==> src/sv/tga_rle_pixel_decoder_core_assert.svh <==
// assertion macros for the tga rle pixel decoder core
`ifndef TGA_RLE_PIXEL_DECODER_CORE_ASSERT_SVH
`define TGA_RLE_PIXEL_DECODER_CORE_ASSERT_SVH

`ifndef SYNTHESIS
`define TGARLE_ASSERT_SAME(label, clk, rst, ante, cons) \
  label: assert property (@(posedge clk) disable iff (rst) (ante) |-> (cons)) \
    else $error("tgarle check failed");
`define TGARLE_ASSERT_NEXT(label, clk, rst, ante, cons) \
  label: assert property (@(posedge clk) disable iff (rst) (ante) |=> (cons)) \
    else $error("tgarle check failed");
`else
`define TGARLE_ASSERT_SAME(label, clk, rst, ante, cons)
`define TGARLE_ASSERT_NEXT(label, clk, rst, ante, cons)
`endif

`endif

==> src/sv/tgarle_pkg.sv <==
// shared types, codes and helpers for the tga rle pixel decoder
package tgarle_pkg;

  // configuration register indexes
  localparam logic [1:0] REG_RLE_MODE    = 2'd0;
  localparam logic [1:0] REG_PIXEL_BYTES = 2'd1;
  localparam logic [1:0] REG_PIXEL_TOTAL = 2'd2;

  localparam int unsigned CfgDataWidth = 32;

  localparam logic        RLE_MODE_RESET    = 1'b1;
  localparam logic [2:0]  PIXEL_BYTES_RESET = 3'd4;
  localparam logic [31:0] PIXEL_TOTAL_RESET = 32'd1;

  localparam logic [2:0] BPP_MIN = 3'd2;
  localparam logic [2:0] BPP_MID = 3'd3;
  localparam logic [2:0] BPP_MAX = 3'd4;

  localparam int unsigned RunFlagBit = 7;
  localparam logic [7:0]  ALPHA_OPAQUE = 8'hFF;

  typedef enum logic [1:0] {
    STATUS_OK        = 2'd0,
    STATUS_EARLY_END = 2'd1,
    STATUS_OVERRUN   = 2'd2
  } status_t;

  typedef struct packed {
    logic [7:0] red;
    logic [7:0] green;
    logic [7:0] blue;
    logic [7:0] alpha;
  } pixel_t;

  typedef struct packed {
    pixel_t     pix;
    logic [7:0] repeat_count;
    logic       final_pixel;
    status_t    status;
    logic       image_opaque;
    logic       image_one_bit_alpha;
  } result_t;

  // 5-bit channel to 8 bits by replicating the top bits
  function automatic logic [7:0] widen5(input logic [4:0] v);
    widen5 = {v, v[4:2]};
  endfunction

endpackage

==> src/sv/tgarle_pixel_unpack.sv <==
// assembles one rgba pixel from the stored bytes and the closing byte
module tgarle_pixel_unpack (
  input  logic [2:0]           bpp,
  input  logic [23:0]          partial,
  input  logic [7:0]           last_byte,
  output tgarle_pkg::pixel_t   pix
);

  logic [15:0] word16;

  assign word16 = {last_byte, partial[7:0]};

  always_comb begin
    pix = '0;
    if (bpp == tgarle_pkg::BPP_MIN) begin
      // 5-5-5 little-endian, top bit unused
      pix.red   = tgarle_pkg::widen5(word16[14:10]);
      pix.green = tgarle_pkg::widen5(word16[9:5]);
      pix.blue  = tgarle_pkg::widen5(word16[4:0]);
      pix.alpha = tgarle_pkg::ALPHA_OPAQUE;
    end else if (bpp == tgarle_pkg::BPP_MID) begin
      pix.blue  = partial[7:0];
      pix.green = partial[15:8];
      pix.red   = last_byte;
      pix.alpha = tgarle_pkg::ALPHA_OPAQUE;
    end else begin
      pix.blue  = partial[7:0];
      pix.green = partial[15:8];
      pix.red   = partial[23:16];
      pix.alpha = last_byte;
    end
  end

endmodule

==> src/sv/tga_rle_pixel_decoder_core.sv <==
// tga pixel data decoder (raw and run-length), one byte per transfer
// a result is registered in the output register, visible the cycle after its byte is taken
// one byte per cycle if not stalled; path set by the 32-bit pixel count add and compare
// the input is taken whenever the output register is empty or being drained
// rst (synchronous) clears control state and restores the register defaults:
// run-length mode, 4 bytes per pixel, one pixel in the image
module tga_rle_pixel_decoder_core (
  input  logic        clk,
  input  logic        rst,
  input  logic        s_axis_tvalid,
  output logic        s_axis_tready,
  input  logic [7:0]  s_axis_tdata,   // data_byte[7:0]
  input  logic        s_axis_tlast,   // end_of_file
  output logic        m_axis_tvalid,
  input  logic        m_axis_tready,
  // red[7:0], green[15:8], blue[23:16], alpha[31:24], repeat_count[39:32]
  output logic [39:0] m_axis_tdata,
  output logic        m_axis_tlast,   // final_pixel
  // status[1:0], image_opaque[2], image_one_bit_alpha[3]
  output logic [3:0]  m_axis_tuser,
  input  logic        cfg_we,
  input  logic [1:0]  cfg_index,
  input  logic [tgarle_pkg::CfgDataWidth-1:0] cfg_data
);

  `include "tga_rle_pixel_decoder_core_assert.svh"

  // configuration
  logic        rle_mode, rle_mode_next;
  logic [2:0]  pixel_bytes_count, pixel_bytes_count_next;
  logic [31:0] pixel_total, pixel_total_next;

  // decoder state
  logic        expect_hdr, expect_hdr_next;
  logic        is_run, is_run_next;
  logic [7:0]  pixels_left, pixels_left_next;
  logic [1:0]  byte_pos, byte_pos_next;
  logic [23:0] partial, partial_next;
  logic [31:0] pixels_done, pixels_done_next;
  logic        failed, failed_next;
  logic        opaque, opaque_next;
  logic        binary_alpha, binary_alpha_next;

  // output register
  logic                out_valid;
  tgarle_pkg::result_t out_res;
  tgarle_pkg::result_t res;
  logic                res_valid;

  logic        in_fire;
  logic        active;
  logic [2:0]  bpp;
  logic [7:0]  hdr_len;
  logic [32:0] hdr_sum;
  logic [31:0] shifted;
  logic [7:0]  count;
  logic [32:0] done_sum;
  logic        done_now;
  tgarle_pkg::pixel_t pix;

  assign s_axis_tready = !out_valid || m_axis_tready;
  assign in_fire       = s_axis_tvalid && s_axis_tready;

  always_comb begin
    if (pixel_bytes_count < tgarle_pkg::BPP_MIN) begin
      bpp = tgarle_pkg::BPP_MIN;
    end else if (pixel_bytes_count > tgarle_pkg::BPP_MAX) begin
      bpp = tgarle_pkg::BPP_MAX;
    end else begin
      bpp = pixel_bytes_count;
    end
  end

  tgarle_pixel_unpack u_unpack (
    .bpp       (bpp),
    .partial   (partial),
    .last_byte (s_axis_tdata),
    .pix       (pix)
  );

  assign active  = !failed && (pixels_done < pixel_total);
  assign hdr_len = {1'b0, s_axis_tdata[6:0]} + 8'd1;
  assign hdr_sum = {1'b0, pixels_done} + {25'd0, hdr_len};
  assign shifted = {24'd0, s_axis_tdata} << {byte_pos, 3'b000};

  always_comb begin
    if (!rle_mode) begin
      count = 8'd1;
    end else if (is_run) begin
      count = (pixels_left == 8'd0) ? 8'd1 : pixels_left;
    end else begin
      count = 8'd1;
    end
  end

  assign done_sum = {1'b0, pixels_done} + {25'd0, count};
  assign done_now = done_sum >= {1'b0, pixel_total};

  always_comb begin
    rle_mode_next          = rle_mode;
    pixel_bytes_count_next = pixel_bytes_count;
    pixel_total_next       = pixel_total;
    expect_hdr_next        = expect_hdr;
    is_run_next            = is_run;
    pixels_left_next       = pixels_left;
    byte_pos_next          = byte_pos;
    partial_next           = partial;
    pixels_done_next       = pixels_done;
    failed_next            = failed;
    opaque_next            = opaque;
    binary_alpha_next      = binary_alpha;
    res_valid              = 1'b0;
    res                    = '0;
    res.status             = tgarle_pkg::STATUS_OK;

    if (in_fire && active) begin
      if (rle_mode && expect_hdr) begin
        if (s_axis_tlast) begin
          failed_next     = 1'b1;
          res_valid       = 1'b1;
          res.final_pixel = 1'b1;
          res.status      = tgarle_pkg::STATUS_EARLY_END;
        end else if (hdr_sum > {1'b0, pixel_total}) begin
          failed_next     = 1'b1;
          res_valid       = 1'b1;
          res.final_pixel = 1'b1;
          res.status      = tgarle_pkg::STATUS_OVERRUN;
        end else begin
          is_run_next      = s_axis_tdata[tgarle_pkg::RunFlagBit];
          pixels_left_next = hdr_len;
          expect_hdr_next  = 1'b0;
          byte_pos_next    = 2'd0;
          partial_next     = '0;
        end
      end else if ({1'b0, byte_pos} + 3'd1 < bpp) begin
        partial_next  = partial | shifted[23:0];
        byte_pos_next = byte_pos + 2'd1;
        if (s_axis_tlast) begin
          failed_next     = 1'b1;
          res_valid       = 1'b1;
          res.final_pixel = 1'b1;
          res.status      = tgarle_pkg::STATUS_EARLY_END;
        end
      end else begin
        byte_pos_next = 2'd0;
        partial_next  = '0;
        if (rle_mode) begin
          if (is_run || pixels_left <= 8'd1) begin
            pixels_left_next = 8'd0;
            expect_hdr_next  = 1'b1;
          end else begin
            pixels_left_next = pixels_left - 8'd1;
          end
        end
        if (pix.alpha != tgarle_pkg::ALPHA_OPAQUE) begin
          opaque_next = 1'b0;
          if (pix.alpha != 8'd0) begin
            binary_alpha_next = 1'b0;
          end
        end
        res_valid        = 1'b1;
        res.pix          = pix;
        res.repeat_count = count;
        if (done_now) begin
          pixels_done_next = pixel_total;
          res.final_pixel  = 1'b1;
        end else begin
          pixels_done_next = done_sum[31:0];
          if (s_axis_tlast) begin
            failed_next     = 1'b1;
            res.final_pixel = 1'b1;
            res.status      = tgarle_pkg::STATUS_EARLY_END;
          end
        end
      end
    end

    res.image_opaque        = res.final_pixel && opaque_next;
    res.image_one_bit_alpha = res.final_pixel && binary_alpha_next;

    if (cfg_we) begin
      unique case (cfg_index)
        tgarle_pkg::REG_RLE_MODE: begin
          rle_mode_next    = cfg_data[0];
          expect_hdr_next  = 1'b1;
          byte_pos_next    = 2'd0;
          pixels_left_next = 8'd0;
          is_run_next      = 1'b0;
        end
        tgarle_pkg::REG_PIXEL_BYTES: begin
          pixel_bytes_count_next = cfg_data[2:0];
        end
        tgarle_pkg::REG_PIXEL_TOTAL: begin
          pixel_total_next = cfg_data[31:0];
        end
        default: begin
        end
      endcase
    end
  end

  always_ff @(posedge clk) begin
    if (rst) begin
      rle_mode          <= tgarle_pkg::RLE_MODE_RESET;
      pixel_bytes_count <= tgarle_pkg::PIXEL_BYTES_RESET;
      pixel_total       <= tgarle_pkg::PIXEL_TOTAL_RESET;
      expect_hdr        <= 1'b1;
      is_run            <= 1'b0;
      pixels_left       <= 8'd0;
      byte_pos          <= 2'd0;
      partial           <= '0;
      pixels_done       <= '0;
      failed            <= 1'b0;
      opaque            <= 1'b1;
      binary_alpha      <= 1'b1;
      out_valid         <= 1'b0;
    end else begin
      rle_mode          <= rle_mode_next;
      pixel_bytes_count <= pixel_bytes_count_next;
      pixel_total       <= pixel_total_next;
      expect_hdr        <= expect_hdr_next;
      is_run            <= is_run_next;
      pixels_left       <= pixels_left_next;
      byte_pos          <= byte_pos_next;
      partial           <= partial_next;
      pixels_done       <= pixels_done_next;
      failed            <= failed_next;
      opaque            <= opaque_next;
      binary_alpha      <= binary_alpha_next;
      if (res_valid) begin
        out_valid <= 1'b1;
      end else if (m_axis_tready) begin
        out_valid <= 1'b0;
      end
    end
  end

  // payload register, loaded only when a new result is made
  always_ff @(posedge clk) begin
    if (res_valid) begin
      out_res <= res;
    end
  end

  assign m_axis_tvalid = out_valid;
  assign m_axis_tdata  = {out_res.repeat_count, out_res.pix.alpha, out_res.pix.blue,
                          out_res.pix.green, out_res.pix.red};
  assign m_axis_tlast  = out_res.final_pixel;
  assign m_axis_tuser  = {out_res.image_one_bit_alpha, out_res.image_opaque,
                          out_res.status};

  // an error status always ends the image
  `TGARLE_ASSERT_SAME(a_err_is_final, clk, rst,
    out_valid && out_res.status != tgarle_pkg::STATUS_OK, out_res.final_pixel)
  // a status-only transfer is always final
  `TGARLE_ASSERT_SAME(a_zero_count_final, clk, rst,
    out_valid && out_res.repeat_count == 8'd0, out_res.final_pixel)
  // once a final result is made the decoder stops taking part
  `TGARLE_ASSERT_NEXT(a_final_stops, clk, rst,
    res_valid && res.final_pixel && !cfg_we, !active)

endmodule

==> config.mk <==
export PLATFORM = sky130hd
export DESIGN_NAME = tga_rle_pixel_decoder_core
export DESIGN_NICKNAME = d
export VERILOG_FILES = /design/src/sv/tgarle_pkg.sv /design/src/sv/tgarle_pixel_unpack.sv /design/src/sv/tga_rle_pixel_decoder_core.sv
export VERILOG_INCLUDE_DIRS = /design/src /design/src/sv
export SDC_FILE = /design/constraint.sdc
export NUM_CORES = 1
export LEC_CHECK = 0
export BUFFER_PORTS_ARGS = -buffer_cell sky130_fd_sc_hd__buf_2
export CORE_MARGIN = 5
export CORE_UTILIZATION = 45
export CTS_CLUSTER_SIZE = 10
export DETAILED_ROUTE_END_ITERATION = 16
export MAX_ROUTING_LAYER = met4
export PLACE_DENSITY_LB_ADDON = 0.3
export REMOVE_ABC_BUFFERS = 1
export SYNTH_ARGS = -nofsm -noshare
export SYNTH_HDL_FRONTEND = slang
export SYNTH_SLANG_ARGS = --single-unit
==> constraint.sdc <==
create_clock -name clk -period 8.1 [get_ports clk]
set_input_delay 0.81 -clock clk [delete_from_list [all_inputs] [get_ports clk]]
set_output_delay 0.81 -clock clk [all_outputs]
set_load 0.02 [all_outputs]
* Word level (Yosys, flattened, before mapping)
Index checks and enable logic that the tools add are counted. Widths: inputs -> output; s select.
Word-level totals: flip-flop bits (word level) 153, input bits 48, word-level logic and storage cells 144
Cells by class: add/sub/neg operators 6, order comparisons 7, equality and inequality tests 9, shift operators 1, muxes and demuxes 74, bitwise logic cells 4, reductions and logical operators 21
Operators by type and width (count):
- $mux 24 | 4
- $mux 32 | 3
- $mux 8 | 12
- $add 32x8->33 | 2
- $mux 1 | 39
- $ge 33x32->1 | 1
- $gt 33x32->1 | 1
- $lt 32x32->1 | 1
- $mux 3 | 8
- $or 24x24->24 | 1
- $shl 8x5->24 | 1
- $mux 2 | 8
- $reduce_and 3->1 | 3
- $add 7x1->8 const B | 1
- $le 8x1->1 const B | 1
- $logic_not 8->1 | 1
- $ne 8x8->1 const B | 1
- $reduce_bool 8->1 | 1
- $sub 8x1->8 const B | 1
- $eq 3x2->1 const B | 2
- $logic_and 1x1->1 | 6
- $reduce_and 2->1 | 3
- $ne 2x2->1 const B | 2
- $add 2x1->3 const B | 1
- other kinds (14) | 18

* Longest topological paths before layout
depth in word-level cells 13, mapped depth 25, mapped depth without buffers 22

* Hierarchy
Synthesis repeated with hierarchy kept, for this count alone.
Second synthesis, totals: cell total of the unflattened synthesis 1266, area total of the unflattened synthesis 10859.2 um^2
Modules (own cells, without submodules):
- tga_rle_pixel_decoder_core | times used 1, cells each 1220, area an instance 10386.2 um^2, seq. area each 3513.4 um^2
- tgarle_pixel_unpack | times used 1, cells each 46, area an instance 473.0 um^2, seq. area each 0.0 um^2

* Worst setup path after synthesis
No wires, ideal clock.
kind input port to flip-flop, start point input s_axis_tdata[3], end point register out_res (netlist bit m_axis_tdata[0]), enable pin, setup time 0.399 ns, data arrival time 5.697 ns, path slack 2.004 ns, cell stages on the path 21, buffers on the path 1, cell sequence clkbuf_1 nand3_1 nor2_1 xnor2_1 inv_1 ha_1 a21oi_1 o21ai_0 nor3b_1 nor2_1 nor2_1 xor2_1 ha_1 nand4_1 or4_4 a31o_2 a31oi_1 nor3_1 a21oi_1 o21ai_0 inv_1
On the way: cells in the longest elaborated chain, start to end 7
Ends and longest elaborated chain:
- from (decl) | line tga_rle_pixel_decoder_core.sv:12 | input logic [7:0] s_axis_tdata,
- $add 7x1->8 | line tga_rle_pixel_decoder_core.sv:82 | assign hdr_len = {1'b0, s_axis_tdata[6:0]} + 8'd1;
- $add 32x8->33 | line tga_rle_pixel_decoder_core.sv:83 | assign hdr_sum = {1'b0, pixels_done} + {25'd0, hdr_len};
- $gt 33x32->1 | line tga_rle_pixel_decoder_core.sv:123 | end else if (hdr_sum > {1'b0, pixel_total}) begin
- $mux 1 | line tga_rle_pixel_decoder_core.sv:123
- $mux 1 | line tga_rle_pixel_decoder_core.sv:118 | if (s_axis_tlast) begin
- $mux 1 | line tga_rle_pixel_decoder_core.sv:117 | if (rle_mode && expect_hdr) begin
- $mux 1 | line tga_rle_pixel_decoder_core.sv:116 | if (in_fire && active) begin
- named net res_valid | line tga_rle_pixel_decoder_core.sv:48 | logic res_valid;
- to (signal assigned) | line tga_rle_pixel_decoder_core.sv:241 | out_res <= res;
- to (decl) | line tga_rle_pixel_decoder_core.sv:46 | tgarle_pkg::result_t out_res;
The timed path passes the listed nets, and every way through them passes these cells. A chain may end at the register's enable or synchronous reset.

* Worst setup path after layout
start point register pixels_left[5], end point register pixels_done[10]
On the way: cells in the longest elaborated chain, start to end 7
Ends and longest elaborated chain:
- from (decl) | line tga_rle_pixel_decoder_core.sv:36 | logic [7:0] pixels_left, pixels_left_next;
- from (signal assigned) | line tga_rle_pixel_decoder_core.sv:223 | pixels_left <= pixels_left_next;
- $logic_not 8->1 (*) | line tga_rle_pixel_decoder_core.sv:90 | count = (pixels_left == 8'd0) ? 8'd1 : pixels_left;
- $mux 8 (*) | line tga_rle_pixel_decoder_core.sv:90
- $mux 8 (*) | line tga_rle_pixel_decoder_core.sv:89 | end else if (is_run) begin
- $mux 8 (*) | line tga_rle_pixel_decoder_core.sv:87 | if (!rle_mode) begin
- named net count[0] | line tga_rle_pixel_decoder_core.sv:56 | logic [7:0] count;
- $add 32x8->33 (*) | line tga_rle_pixel_decoder_core.sv:96 | assign done_sum = {1'b0, pixels_done} + {25'd0, count};
- $ge 33x32->1 | line tga_rle_pixel_decoder_core.sv:97 | assign done_now = done_sum >= {1'b0, pixel_total};
- $mux 32 (*) | line tga_rle_pixel_decoder_core.sv:164 | if (done_now) begin
- to (signal assigned) | line tga_rle_pixel_decoder_core.sv:226 | pixels_done <= pixels_done_next;
- to (decl) | line tga_rle_pixel_decoder_core.sv:39 | logic [31:0] pixels_done, pixels_done_next;
The timed path passes the listed nets; every way through them passes the cells marked *.

==> results by group <==
CTS
  – Insertion delay to the later sink of the worst-skew pair: 450 ps
  – Clock transition at the registers of the reported paths: 80 ps
  – Clock root buffer: clkbuf_16
  – Post-CTS setup repair buffer count: 0
  – TritonCTS clock tree: built
  – Clock buffer count from CTS: 17
  – H-tree depth reported by CTS: 4
  – Clock Sinks: 153
  – Resize count post-CTS: 0
  – Hold Buf Count CTS: 0
  – Clk buf depth: 2

Power and ir drop
  – Leakage power: 4.860 nW
  – Power consumption: 2.084 mW
  – Power per unit of standard cell area: 177.3 mW/mm2
  – Worst vdd ir: 0.1627 mV

Floorplanning
  – Die ar.: 0.02642 mm2
  – Horiz. Die Dim: 162.5 um
  – Number of placed I/O pins: 95
  – Starting utilization of the core area: 45.97%
  – Die boundary height: 162.5 um
  – Row count: 55
  – Total core area: 0.02278 mm2

Logic synthesis
  – Most frequent cells after synthesis: nand2_1, a21oi_1, ha_1
  – Dominant cell type by area after synthesis: dfxtp_1
  – Dominant cell by count in the synthesized netlist: nand2_1
  – Mean instance size in the synthesized netlist: 8.212 um2
  – Synthesis Warnings: 0
  – Most used flip-flop cell after synthesis: dfxtp_1
  – Synth unique cells: 66
  – Post-synthesis sequential area ratio: 33.56%
  – Top cells by area, synth: dfxtp_1, ha_1, edfxtp_1
  – Number of enable-type register cells in the synthesized netlist: 45
  – Post-synthesis instance area: 0.01047 mm2
  – Flip-flop and latch count after synthesis: 153
  – Async S/R FF share, synth: 0%
  – Cell count after synthesis: 1,275
  – Fraction of synthesized cell area taken by the top area cell type: 20.65%

Global route
  – Initial antenna violation count: 0
  – First-pass GRT wire length: 48,820 um
  – Pin count of the biggest net entering global routing: 62
  – Number of global-route vias before repair: 9,249
  – Global Route Usage Sum: 23.57%
  – Sum of overflow across all layers after global routing: 0

Final layout
  – Non-filler instance count after layout: 1,649
  – Diode insertion count for antenna repair: 0
  – Fraction of layout instances using a drive strength above 1: 12.28%
  – Layout net count: 1,491
  – Post-route cell area: 0.01176 mm2
  – Syn-to-layout area delta: 12.29%
  – Final core utilization: 51.61%

Worst setup path
  – Launching point of the worst reg2reg path: pixels_left[5]
  – Maximum single-stage delay on the critical path: 1060 ps
  – Critical path, cell by cell: or4_1 > nor3_1 > a21oi_1 > nand2_1 > ha_1 > inv_1 > fa_1 > nor2b_1 > o31a_1 > o32a_1 > xnor2_1 > ha_1 > a21oi_1 > o21ai_0 > a2111oi_0 > o211ai_1 > a21oi_4 > buf_4 > mux2_2 > nand2_1 > a31oi_1
  – Element type at the critical path start: flop
  – Kind of cell with the highest combined delay on the critical path: compound AO/OA/AOI/OAI gates
  – Cell at the slowest stage of the critical path: a2111oi_0
  – Largest driver fanout on the critical path: 26
  – Data required, critical path: 8400 ps
  – Origin of the worst setup path: pixels_left[5]
  – Combined buffer and inverter count along the critical path: 2
  – Critical path endpoint category: flop
  – Signal arrival time at the worst endpoint: 6870 ps
  – Kind of critical path: reg2reg

Placed design
  – Placed Instance Area: 0.01113 mm2
  – Routability congestion estimate: 0.9690
  – Total instance count after detailed placement: 1,617
  – Worst slack at placement: 1282 ps
  – Detailed placer's ending HPWL: 21,820 um
  – Number of buffer cells added on primary ports: 94

Worst hold path
  – Launch instance of the worst min-delay path: pixel_total[19]
  – Hold/Removal Path Class: reg2reg

Timing
  – Count of final hold-check violations: 0
  – Sum of negative setup slack: 0 ps
  – Final Cycle Share: 81.05%
  – Final worst hold slack: 455.3 ps
  – RSZ-0062 raised after global routing: no
  – Final-report setup violation count: 0
  – Max-slew headroom at the worst pin: 14.02%
  – Maximum operating frequency: 152.3 MHz
  – Time the worst path needs with I/O delays and setup: 6565 ps
  – Final worst-path setup slack: 1535 ps
  – Final number of max-transition violations: 0
  – Slew at the pin closest to its max-slew limit: 1257 ps
  – Max Clock Skew: 11.75 ps

Detailed routing
  – Routed via count: 9,637
  – Wirelength per Cell: 18.53 um
  – Post-Route WL: 30,560 um
  – Final routed DRC violation total: 0
  – ANT nets after route: 0
  – Number of design-rule violations left by the first detailed-router iteration: 808
  – Detailed-router iteration count before antenna repair: 6
  – Avg Vias per Cell: 5.844

Run
  – Number of violations of the max-capacitance limit: 0

Status
  – Status: complete, no violations
==> report_power, final <==
group	switching, mW	internal, mW
clock	0.409	0.421
sequential	0.0205	0.833
combinational	0.276	0.124
==> state kept, by name, indices dropped and copies added (netlist names), 2 cells and up <==
register,count
byte_pos,2
pixel_total,32
pixels_done,32
pixels_left,8
partial,24
m_axis_tuser,4
m_axis_tdata,40
pixel_bytes_count,3
==> layout by cell type (no fill, tap or decap), types with 5 or more instances in the layout <==
master,Yosys,layout
ha_1,118,118
nand4_1,28,28
a21oi_1,135,134
a211oi_1,11,11
clkinv_8,0,8
a22o_1,24,24
a22oi_1,11,11
inv_1,60,60
o211ai_1,8,8
o22ai_1,7,7
xor2_1,36,36
and3_1,13,13
or2_2,10,10
xnor2_1,32,32
or4_1,5,5
mux2i_1,6,6
nor3_1,28,28
dfxtp_1,108,108
o21ai_0,38,38
a31oi_1,29,29
buf_2,8,94
o21a_1,15,15
nand2_1,176,176
nand3_1,45,44
nor2_1,101,100
nor2b_1,12,12
edfxtp_1,45,45
buf_4,0,12
clkbuf_16,0,17
a221oi_1,5,5
nor4_1,17,17
a21o_1,15,15
==> final cells by class <==
class / instances / area (um2)
Sequential cell: 153 / 3513
Clock inverter: 15 / 198.9
Inverter: 61 / 229.0
Tap cell: 313 / 391.6
Clock buffer: 17 / 425.4
Timing Repair Buffer: 106 / 560.5
Fill cell: 2167 / 11020
Multi-Input combinational cell: 984 / 6437
==> kinds of logic (layout without fill, tap and decap cells) <==
logic type | count (synthesis) | count (layout) | share of synthesized area (%)
AO/OA/AOI/OAI | 322 | 322 | 19.32
XOR/XNOR | 68 | 68 | 5.688
adder cells (fa/ha/maj) | 120 | 120 | 14.48
buffers and inverters | 138 | 199 | 5.186
flip-flops | 153 | 153 | 33.56
multiplexers | 8 | 8 | 0.7887
AND/OR/NAND/NOR | 466 | 466 | 20.97
==> path summary, 6_finish.rpt <==
path / to / slack (ps) / depth (start not counted)
max reg2reg: pixels_done[10] / 1530 / 21
min: pixel_total[19] / 460 / 2
max: pixels_done[10] / 1530 / 21
min reg2reg: pixel_total[19] / 460 / 2
==> per-layer routing <==
layer | share of wire [%] | routed length, um | track usage, % | up-vias
li1 | - | - | - | 4679
met1 | 43 | 13030 | 29.54 | 4538
met2 | 49 | 15030 | 39.45 | 361
met3 | 6.3 | 1931 | 3.695 | 59
met4 | 1.9 | 569 | 7.167 | 0
met5 | 0 | 0 | - | -
==> worst reg2reg max path: stages, from the launching register on <==
cell       delay, ps
dfxtp_1          390
or4_1            560
nor3_1           210
a21oi_1          160
nand2_1          100
ha_1             160
inv_1             50
fa_1             390
nor2b_1          160
o31a_1           210
o32a_1           320
xnor2_1          160
ha_1             280
a21oi_1          180
o21ai_0          150
a2111oi_0       1060
o211ai_1         310
a21oi_4          700
buf_4            370
mux2_2           360
nand2_1           70
a31oi_1           80
(Power assumes the default switching activity.)
